**src/hw/rtl/positional_list_engine_top_macros.svh**
```systemverilog
// Assertion macros used by the list engine's top-level RTL.
`ifndef POSITIONAL_LIST_ENGINE_TOP_MACROS_SVH
`define POSITIONAL_LIST_ENGINE_TOP_MACROS_SVH

// Same-cycle implication, sampled on the rising clock edge, off while reset is high.
`define PLC_ASSERT_NOW(label, ante, cons, msg) \
   label: assert property (@(posedge clock) disable iff (reset) (ante) |-> (cons)) \
      else $error(msg);

// Next-cycle implication, sampled on the rising clock edge, off while reset is high.
`define PLC_ASSERT_NEXT(label, ante, cons, msg) \
   label: assert property (@(posedge clock) disable iff (reset) (ante) |=> (cons)) \
      else $error(msg);

`endif

```
**src/hw/rtl/plc_pkg.sv**
```systemverilog
package plc_pkg;

   // Default sizing of the list.
   localparam int DEF_CAPACITY   = 16;
   localparam int DEF_VALUE_BITS = 32;

   // Fixed field widths of the request and response.
   localparam int INDEX_BITS  = 16;
   localparam int ACTION_BITS = 2;
   localparam int STATUS_BITS = 2;
   localparam int RESULT_BITS = 32;
   localparam int COUNT_BITS  = 5;

   // Widest position the cell row ever sees (capacity of at most 256 entries).
   localparam int POS_MAX_BITS = 8;

   // Step counter of the remainder unit.
   localparam int STEP_BITS = $clog2(INDEX_BITS);

   typedef enum logic [ACTION_BITS-1:0] {
      ACT_INSERT = 2'd0,
      ACT_REMOVE = 2'd1,
      ACT_GET    = 2'd2
   } action_type;

   typedef enum logic [STATUS_BITS-1:0] {
      STAT_DONE  = 2'd0,
      STAT_EMPTY = 2'd1,
      STAT_FULL  = 2'd2
   } status_type;

   // Operation broadcast to every cell of the row.
   typedef enum logic [2:0] {
      CELL_HOLD,
      CELL_INSERT,
      CELL_REMOVE,
      CELL_LOAD,
      CELL_SHIFT
   } cell_op_type;

   typedef struct packed {
      cell_op_type             op;
      logic [POS_MAX_BITS-1:0] pos;
   } cell_ctl_type;

   typedef enum logic [2:0] {
      S_IDLE,
      S_DIV,
      S_LOAD,
      S_SCAN,
      S_FINISH
   } state_type;

endpackage

```
**src/hw/rtl/positional_list_engine_top.sv**
```systemverilog
// Ordered list of up to CAPACITY signed words held in a row of cells, one word per cell,
// head in cell zero. One request is in flight at a time, and the next request is taken
// while the previous response still waits on the response channel. On an insert, the
// cells above the insert position shift up by one position together and the new word
// enters at that position. A remove or a get reads the word at the resolved position pos:
// the word at pos reaches the head through the row's read chain at one position per
// cycle, and a get first reduces the index modulo the entry count in the bit-serial
// remainder unit. Refused requests and unused action codes go straight to the response.
`include "positional_list_engine_top_macros.svh"

module positional_list_engine_top #(
   parameter int CAPACITY   = plc_pkg::DEF_CAPACITY,
   parameter int VALUE_BITS = plc_pkg::DEF_VALUE_BITS
) (
   input  logic                                   clock,
   input  logic                                   reset,
   input  logic                                   req_valid,
   output logic                                   req_stall,
   input  logic [plc_pkg::ACTION_BITS-1:0]        req_action,
   input  logic [plc_pkg::INDEX_BITS-1:0]         req_index,
   input  logic signed [plc_pkg::RESULT_BITS-1:0] req_value,
   output logic                                   rsp_valid,
   input  logic                                   rsp_stall,
   output logic signed [plc_pkg::RESULT_BITS-1:0] rsp_result_value,
   output logic [plc_pkg::STATUS_BITS-1:0]        rsp_status,
   output logic [plc_pkg::COUNT_BITS-1:0]         rsp_entry_count
);
   import plc_pkg::*;

   localparam int CNT_W = $clog2(CAPACITY + 1);
   localparam int POS_W = $clog2(CAPACITY);
   localparam logic [CNT_W-1:0] FULL_COUNT = CNT_W'(CAPACITY);

   // Control and working registers.
   state_type                state_ff;
   state_type                state_in;
   action_type               action_ff;
   action_type               action_in;
   logic [CNT_W-1:0]         count_ff;
   logic [CNT_W-1:0]         count_in;
   logic [POS_W-1:0]         pos_ff;
   logic [POS_W-1:0]         pos_in;
   logic [POS_W-1:0]         scan_ff;
   logic [POS_W-1:0]         scan_in;
   logic [RESULT_BITS-1:0]   res_ff;
   logic [RESULT_BITS-1:0]   res_in;
   status_type               status_ff;
   status_type               status_in;

   // Response output register.
   logic                     rsp_valid_ff;
   logic                     rsp_valid_in;
   logic [RESULT_BITS-1:0]   rsp_value_ff;
   logic [RESULT_BITS-1:0]   rsp_value_in;
   status_type               rsp_status_ff;
   status_type               rsp_status_in;
   logic [COUNT_BITS-1:0]    rsp_count_ff;
   logic [COUNT_BITS-1:0]    rsp_count_in;

   cell_ctl_type             cell_ctl;
   logic                     div_start;
   logic                     div_done;
   logic [CNT_W-1:0]         div_rem;
   logic [POS_MAX_BITS-1:0]  ins_pos;
   logic [POS_W-1:0]         rem_pos;
   logic [CNT_W-1:0]         last_idx;
   logic [VALUE_BITS-1:0]    insert_word;
   logic signed [VALUE_BITS-1:0] head_rd;

   logic [VALUE_BITS-1:0]    entry_w    [CAPACITY];
   logic [VALUE_BITS-1:0]    rd_w       [CAPACITY];
   logic [VALUE_BITS-1:0]    left_w     [CAPACITY];
   logic [VALUE_BITS-1:0]    right_w    [CAPACITY];
   logic [VALUE_BITS-1:0]    right_rd_w [CAPACITY];

   // Word going into the list, sign-extended or cut to the stored width.
   assign insert_word = VALUE_BITS'(req_value);
   assign head_rd     = signed'(rd_w[0]);

   // Position of an insert (clamped to the tail) and of a remove (clamped to the last entry).
   assign last_idx = count_ff - 1'b1;
   assign ins_pos  = (req_index >= INDEX_BITS'(count_ff)) ? POS_MAX_BITS'(count_ff)
                                                          : POS_MAX_BITS'(req_index);
   assign rem_pos  = (req_index >= INDEX_BITS'(last_idx)) ? POS_W'(last_idx)
                                                          : POS_W'(req_index);

   // Row of cells; each cell sees its neighbors' words and the right neighbor's read word.
   for (genvar i = 0; i < CAPACITY; i++) begin : g_cell
      if (i == 0) begin : g_head
         assign left_w[i] = '0;
      end else begin : g_inner_left
         assign left_w[i] = entry_w[i-1];
      end
      if (i == CAPACITY - 1) begin : g_tail
         assign right_w[i]    = '0;
         assign right_rd_w[i] = '0;
      end else begin : g_inner_right
         assign right_w[i]    = entry_w[i+1];
         assign right_rd_w[i] = rd_w[i+1];
      end
      plc_cell #(
         .VALUE_BITS(VALUE_BITS),
         .CELL_INDEX(i)
      ) u_cell (
         .clock      (clock),
         .ctl        (cell_ctl),
         .insert_word(insert_word),
         .left_word  (left_w[i]),
         .right_word (right_w[i]),
         .right_rd   (right_rd_w[i]),
         .entry      (entry_w[i]),
         .rd         (rd_w[i])
      );
   end

   // Index modulo entry count for get requests.
   plc_mod #(
      .DIVISOR_BITS(CNT_W)
   ) u_mod (
      .clock    (clock),
      .reset    (reset),
      .start    (div_start),
      .dividend (req_index),
      .divisor  (count_ff),
      .done     (div_done),
      .remainder(div_rem)
   );

   // Sequencer: next state, cell operation and register updates.
   always_comb begin
      state_in      = state_ff;
      action_in     = action_ff;
      count_in      = count_ff;
      pos_in        = pos_ff;
      scan_in       = scan_ff;
      res_in        = res_ff;
      status_in     = status_ff;
      rsp_valid_in  = rsp_valid_ff && rsp_stall;
      rsp_value_in  = rsp_value_ff;
      rsp_status_in = rsp_status_ff;
      rsp_count_in  = rsp_count_ff;
      cell_ctl.op   = CELL_HOLD;
      cell_ctl.pos  = POS_MAX_BITS'(pos_ff);
      div_start     = 1'b0;
      unique case (state_ff)
         S_IDLE: begin
            if (req_valid) begin
               action_in = action_type'(req_action);
               res_in    = '0;
               status_in = STAT_DONE;
               state_in  = S_FINISH;
               unique case (action_type'(req_action))
                  ACT_INSERT: begin
                     if (count_ff == FULL_COUNT) begin
                        status_in = STAT_FULL;
                     end else begin
                        cell_ctl.op  = CELL_INSERT;
                        cell_ctl.pos = ins_pos;
                        count_in     = count_ff + 1'b1;
                     end
                  end
                  ACT_REMOVE: begin
                     if (count_ff == '0) begin
                        status_in = STAT_EMPTY;
                     end else begin
                        pos_in   = rem_pos;
                        state_in = S_LOAD;
                     end
                  end
                  ACT_GET: begin
                     if (count_ff == '0) begin
                        status_in = STAT_EMPTY;
                     end else begin
                        div_start = 1'b1;
                        state_in  = S_DIV;
                     end
                  end
                  default: begin
                  end
               endcase
            end
         end
         S_DIV: begin
            if (div_done) begin
               pos_in   = POS_W'(div_rem);
               state_in = S_LOAD;
            end
         end
         S_LOAD: begin
            cell_ctl.op = CELL_LOAD;
            scan_in     = pos_ff;
            state_in    = S_SCAN;
         end
         S_SCAN: begin
            if (scan_ff == '0) begin
               res_in = RESULT_BITS'(head_rd);
               if (action_ff == ACT_REMOVE) begin
                  cell_ctl.op = CELL_REMOVE;
                  count_in    = count_ff - 1'b1;
               end
               state_in = S_FINISH;
            end else begin
               cell_ctl.op = CELL_SHIFT;
               scan_in     = scan_ff - 1'b1;
            end
         end
         S_FINISH: begin
            if (!rsp_valid_ff || !rsp_stall) begin
               rsp_valid_in  = 1'b1;
               rsp_value_in  = res_ff;
               rsp_status_in = status_ff;
               rsp_count_in  = COUNT_BITS'(count_ff);
               state_in      = S_IDLE;
            end
         end
         default: begin
            state_in = S_IDLE;
         end
      endcase
   end

   // Control state.
   always_ff @(posedge clock) begin
      if (reset) begin
         state_ff     <= S_IDLE;
         count_ff     <= '0;
         rsp_valid_ff <= 1'b0;
      end else begin
         state_ff     <= state_in;
         count_ff     <= count_in;
         rsp_valid_ff <= rsp_valid_in;
      end
   end

   // Payload and working registers.
   always_ff @(posedge clock) begin
      action_ff     <= action_in;
      pos_ff        <= pos_in;
      scan_ff       <= scan_in;
      res_ff        <= res_in;
      status_ff     <= status_in;
      rsp_value_ff  <= rsp_value_in;
      rsp_status_ff <= rsp_status_in;
      rsp_count_ff  <= rsp_count_in;
   end

   assign req_stall        = (state_ff != S_IDLE);
   assign rsp_valid        = rsp_valid_ff;
   assign rsp_result_value = signed'(rsp_value_ff);
   assign rsp_status       = rsp_status_ff;
   assign rsp_entry_count  = rsp_count_ff;

   // An accepted request always leaves the idle state.
   `PLC_ASSERT_NEXT(a_accept_busy, req_valid && !req_stall, state_ff != S_IDLE,
      "Accepted request did not start work.")
   // A finished request whose slot is free produces a response in the next cycle.
   `PLC_ASSERT_NEXT(a_finish_rsp, state_ff == S_FINISH && (!rsp_valid_ff || !rsp_stall),
      rsp_valid_ff && state_ff == S_IDLE, "Finished request produced no response.")
   // The entry count changes only on an insert or at the end of a remove scan.
   `PLC_ASSERT_NEXT(a_count_stable, state_ff != S_IDLE && state_ff != S_SCAN,
      $stable(count_ff), "Entry count changed outside insert or remove.")
   // The read chain never runs past the resolved position.
   `PLC_ASSERT_NOW(a_scan_bound, state_ff == S_SCAN, scan_ff <= pos_ff,
      "Read chain counter exceeds the resolved position.")

endmodule

```
**src/hw/rtl/plc_cell.sv**
```systemverilog
module plc_cell #(
   parameter int VALUE_BITS = 32,
   parameter int CELL_INDEX = 0
) (
   input  logic                  clock,
   input  plc_pkg::cell_ctl_type ctl,
   input  logic [VALUE_BITS-1:0] insert_word,
   input  logic [VALUE_BITS-1:0] left_word,
   input  logic [VALUE_BITS-1:0] right_word,
   input  logic [VALUE_BITS-1:0] right_rd,
   output logic [VALUE_BITS-1:0] entry,
   output logic [VALUE_BITS-1:0] rd
);
   import plc_pkg::*;

   localparam logic [POS_MAX_BITS-1:0] MY_POS = POS_MAX_BITS'(CELL_INDEX);

   logic [VALUE_BITS-1:0] entry_ff;
   logic [VALUE_BITS-1:0] entry_in;
   logic [VALUE_BITS-1:0] rd_ff;
   logic [VALUE_BITS-1:0] rd_in;

   // Pick the next stored word and the next read-chain word from the broadcast operation.
   always_comb begin
      entry_in = entry_ff;
      rd_in    = rd_ff;
      unique case (ctl.op)
         CELL_HOLD: begin
         end
         CELL_INSERT: begin
            if (MY_POS > ctl.pos) begin
               entry_in = left_word;
            end else if (MY_POS == ctl.pos) begin
               entry_in = insert_word;
            end
         end
         CELL_REMOVE: begin
            if (MY_POS >= ctl.pos) begin
               entry_in = right_word;
            end
         end
         CELL_LOAD: begin
            rd_in = entry_ff;
         end
         CELL_SHIFT: begin
            rd_in = right_rd;
         end
         default: begin
         end
      endcase
   end

   // Payload registers carry no reset.
   always_ff @(posedge clock) begin
      entry_ff <= entry_in;
      rd_ff    <= rd_in;
   end

   assign entry = entry_ff;
   assign rd    = rd_ff;

endmodule

```
**src/hw/rtl/plc_mod.sv**
```systemverilog
module plc_mod #(
   parameter int DIVISOR_BITS = 5
) (
   input  logic                           clock,
   input  logic                           reset,
   input  logic                           start,
   input  logic [plc_pkg::INDEX_BITS-1:0] dividend,
   input  logic [DIVISOR_BITS-1:0]        divisor,
   output logic                           done,
   output logic [DIVISOR_BITS-1:0]        remainder
);
   import plc_pkg::*;

   logic                    busy_ff;
   logic                    busy_in;
   logic                    done_ff;
   logic                    done_in;
   logic [STEP_BITS-1:0]    step_ff;
   logic [STEP_BITS-1:0]    step_in;
   logic [INDEX_BITS-1:0]   dividend_ff;
   logic [INDEX_BITS-1:0]   dividend_in;
   logic [DIVISOR_BITS-1:0] divisor_ff;
   logic [DIVISOR_BITS-1:0] divisor_in;
   logic [DIVISOR_BITS-1:0] rem_ff;
   logic [DIVISOR_BITS-1:0] rem_in;
   logic [DIVISOR_BITS:0]   trial;

   // Restoring remainder: one dividend bit per cycle, most significant first.
   always_comb begin
      busy_in     = busy_ff;
      done_in     = 1'b0;
      step_in     = step_ff;
      dividend_in = dividend_ff;
      divisor_in  = divisor_ff;
      rem_in      = rem_ff;
      trial       = {rem_ff, dividend_ff[INDEX_BITS-1]};
      if (start) begin
         busy_in     = 1'b1;
         step_in     = STEP_BITS'(INDEX_BITS - 1);
         dividend_in = dividend;
         divisor_in  = divisor;
         rem_in      = '0;
      end else if (busy_ff) begin
         if (trial >= {1'b0, divisor_ff}) begin
            rem_in = DIVISOR_BITS'(trial - {1'b0, divisor_ff});
         end else begin
            rem_in = DIVISOR_BITS'(trial);
         end
         dividend_in = {dividend_ff[INDEX_BITS-2:0], 1'b0};
         step_in     = step_ff - 1'b1;
         if (step_ff == '0) begin
            busy_in = 1'b0;
            done_in = 1'b1;
         end
      end
   end

   always_ff @(posedge clock) begin
      if (reset) begin
         busy_ff <= 1'b0;
         done_ff <= 1'b0;
      end else begin
         busy_ff <= busy_in;
         done_ff <= done_in;
      end
   end

   always_ff @(posedge clock) begin
      step_ff     <= step_in;
      dividend_ff <= dividend_in;
      divisor_ff  <= divisor_in;
      rem_ff      <= rem_in;
   end

   assign done      = done_ff;
   assign remainder = rem_ff;

endmodule
```
**config.mk**
```make
export PLATFORM = sky130hd
export DESIGN_NAME = positional_list_engine_top
export DESIGN_NICKNAME = d
export VERILOG_FILES = /design/src/hw/rtl/plc_pkg.sv /design/src/hw/rtl/positional_list_engine_top.sv /design/src/hw/rtl/plc_cell.sv /design/src/hw/rtl/plc_mod.sv
export VERILOG_INCLUDE_DIRS = /design/src /design/src/hw/rtl
export SDC_FILE = /design/constraint.sdc
export NUM_CORES = 2
export LEC_CHECK = 0
export BUFFER_PORTS_ARGS = -buffer_cell sky130_fd_sc_hd__buf_4
export CAP_MARGIN = 20
export CORE_ASPECT_RATIO = 1.2
export CORE_UTILIZATION = 60
export CTS_CLUSTER_SIZE = 14
export DETAILED_ROUTE_END_ITERATION = 10
export GPL_ROUTABILITY_DRIVEN = 0
export PLACE_DENSITY = 0.77
export REMOVE_ABC_BUFFERS = 1
export SKIP_CTS_REPAIR_TIMING = 1
export SYNTH_ARGS = -nofsm -noshare
export SYNTH_HDL_FRONTEND = slang
export SYNTH_SLANG_ARGS = --single-unit
```
**constraint.sdc**
```tcl
create_clock -name clock -period 46.1 [get_ports clock]
set_input_delay 4.61 -clock clock [delete_from_list [all_inputs] [get_ports clock]]
set_output_delay 4.61 -clock clock [all_outputs]
set_load 0.05 [all_outputs]
```
==> summary.txt <==
Setup path
  – Critical path launch point type: primary input
  – Reg-to-reg critical path startpoint: scan_ff[0]
  – Crit path from: req_index[7]
  – Crit path DAT: ~8900 ps
  – CP endpoint: g_cell[6].u_cell.entry[28]
  – CP required: approximately 46000 ps
  – Register-to-Register Path Depth: 12
  – Worst r2r dst: g_cell[2].u_cell.entry[29]
  – Critical-path maximum fanout: 65
  – CP Capture Type: flop
  – Setup CP Type: primary input to flop
  – Reg-to-reg slack, setup: between 40000 and 50000 ps

CTS
  – TritonCTS clock tree: built
  – Clock Pin Slew Worst Setup and Hold Paths: about 60 ps
  – H-tree depth: 3
  – Num Clock Sinks: approximately 1.1k
  – Total CTS buffers: 111
  – Clock buffer depth: 3
  – Worst-skew pair later-pin latency: around 700 ps
  – CTS root buf: clkbuf_16

GRT
  – Gr usage total: 28.5%
  – Largest net degree at the start of global routing: 231
  – First-pass GRT wire length: between 150000 and 200000 µm
  – Number of antenna violations at the first check in global routing: 1
  – Vias in the first global route: about 34k
  – Final global-route overflow total: 0

Route
  – DR WL/cell: between 20 and 25 µm
  – Final WL: between 100000 and 150000 µm
  – DRC Markers: 0
  – Via Count: 34.1k
  – Final ANT Viol Nets: 0
  – Drt first-iter violations: between 4k and 5k
  – DR pass1 iterations: 6
  – Post-DR vias/cell: ~6.6

Floorplanning
  – Die W: 272 µm
  – Effective utilization at floorplan: 60.7%
  – Overall die height: 326 µm
  – Rows: roughly 120
  – Core footprint: between 80000 and 90000 µm²
  – Die Area: roughly 89000 µm²
  – Number of I/O pins: 95

Cells and area
  – Post-route insts no fill: roughly 5.2k
  – Fillcell total: roughly 6.1k
  – Final instance area: just under 60000 µm²
  – Area grow syn2layout: 9.71%
  – Layout cells sized above 1: about a fifth
  – Commonest non-fill, non-tap cell in the layout: edfxtp_1
  – Final Net Count: just over 4k
  – Commonest cells after routing, fill and taps aside: edfxtp_1 (1128), nand2_1 (552), mux2_2 (481)

Power and ir drop
  – Switching power: approximately 500 µW
  – Net Sw Frac: 22.5%
  – PnR Total Power: approximately 2200 µW
  – Peak supply drop: roughly 0.000036 V
  – Clock share of power: approximately two fifths
  – Combinational power share: under 10%
  – Pleak: roughly 0.019 µW
  – Seq pwr share: a little over half
  – Pwr/cell area: between 30 and 40 nW/µm²
  – Internal Power: 1710 µW

Place
  – Post-DP HPWL: approximately 70000 µm
  – Post-Place Cells: between 4k and 5k
  – Port buffer count: between 90 and 100
  – Post-placement cell area: 54200 µm²

Logic synthesis
  – Synth Flop Type: edfxtp_1
  – Post-synth EDFFs: between 1k and 1.5k
  – Syn avg cell area: approximately 13 µm²
  – Post-synth ARST share: 0%
  – Yosys top cell area share: 64.5%
  – Netlist Area Pre-Place: roughly 53000 µm²
  – Post-Syn Instances: 4030
  – Synth unique cells: 57
  – Number of synthesized register bits: about 1.1k
  – Synth area leader: edfxtp_1
  – Synth warn: 0
  – Sequential share of the synthesized area: between 60 and 70%
  – Area contributors post-synth: edfxtp_1 (64%), mux2_2 (10%), nand2_1 (4.0%)

STA
  – Maximum clock rate: 117 MHz
  – Hold slack final: between 400 and 500 ps
  – Worst slew margin: 14.0%
  – Hold violation total from the final report: 0
  – RSZ-0062 raised after global routing: no
  – Fin crit share: a little under a fifth
  – Post-route minimum period: between 8000 and 9000 ps
  – Final setup violation count: 0
  – Worst clock skew: 23.2 ps
  – Final Max Tran Viols: 0
  – Least-Margin Pin Slew: ~1300 ps

Outcome
  – Status: finished clean

Flow run
  – Max_cap viols: 0

Hold path
  – Hold Crit Class: flop to flop
worst max-delay path: stages:
cell	delay, ps
buf_4	110
nor3_2	310
nand3_1	230
or3_1	510
o21ai_2	220
a31oi_4	410
a311oi_4	410
buf_4	740
nor2b_4	830
buf_4	450
worst min-delay path by stage:
stage	to	slack, ps	cells past startpoint	start
CTS	rsp_result_value[16]	420	0	res_ff[16]
finish	rsp_result_value[2]	410	0	res_ff[2]
global route	rsp_result_value[15]	420	0	res_ff[15]
detailed placement	rsp_result_value[14]	400	0	res_ff[14]
floorplan	rsp_result_value[0]	400	0	res_ff[0]
global placement	rsp_result_value[11]	400	0	res_ff[11]
layer usage:
metal	vias up	global-route usage, %	share of wire (%)
li1	15100	-	-
met1	16900	38.4	39
met2	1816	46.6	48
met3	285	5.34	9.4
met4	2	9.76	3.0
met5	-	0	0.0055
kinds of logic after synthesis:
group,after synthesis,share of synthesized area [%]
AO/OA/AOI/OAI,766,8.99
XOR/XNOR,14,0.233
multiplexers,614,12.8
buffers and inverters,366,2.89
adder cells (fa/ha/maj),25,0.610
flip-flops,1148,65.2
AND/OR/NAND/NOR,1097,9.21
final cells by class:
type | count | area (µm²) | area share [%]
multi-input cells | 2516 | 17100 | 29.6
well taps | 1140 | 1430 | 2.47
clock inverters | 56 | 424 | 0.736
diodes | 1 | 2.50 | 0.00434
clock buffers | 148 | 3020 | 5.24
inverters | 25 | 93.8 | 0.163
flip-flops and latches | 1148 | 34300 | 59.5
repair buffers | 163 | 1320 | 2.29
power groups by stage:
stage	combinational [µW]	clock (µW)	sequential (µW)
2_1_floorplan	89.1	0	1220
5_1_grt	162	925	1190
3_3_place_gp	143	0	1210
4_1_cts	150	884	1190
6_report	152	873	1190
3_5_place_dp	149	0	1210
cell usage after synthesis (all sizes together), types with 8 or more instances:
cell type     n
a211oi       11
a21o         15
a21oi       167
a31oi       134
and2         39
buf          91
clkbuf      250
dfxtp        20
edfxtp     1128
ha           24
inv          25
mux2        481
mux2i       133
nand2       553
nand2b        8
nand3       104
nand4       100
nor2        223
nor2b        39
nor3          9
o211ai      196
o21ai       227
xnor2        12
sequential cells by signal, summed over array words and instances, names as in the netlist:
signal / count
g_cell.u_cell.entry: 512
g_cell.u_cell.rd: 512
res_ff: 32
rsp_result_value: 32
u_mod.dividend_ff: 16
count_ff: 5
rsp_entry_count: 5
u_mod.divisor_ff: 5
u_mod.remainder: 5
pos_ff: 4
scan_ff: 4
u_mod.step_ff: 4
state_ff: 3
action_ff: 2
rsp_status: 2
status_ff: 2
rsp_valid: 1
u_mod.busy_ff: 1
u_mod.done: 1
stage by stage:
| stage | utilization, % | setup slack, ps | TNS (ps) |
|---|---|---|---|
| after floorplan | - | -11570 | -4817990 |
| after global placement | 62.6 | 36980 | 0 |
| after detailed placement | 62.6 | 36900 | 0 |
| after CTS | 66.6 | 37620 | 0 |
| after global routing | 66.6 | 37330 | 0 |
| final | 66.6 | 37570 | 0 |
(Power assumes the default switching activity.)
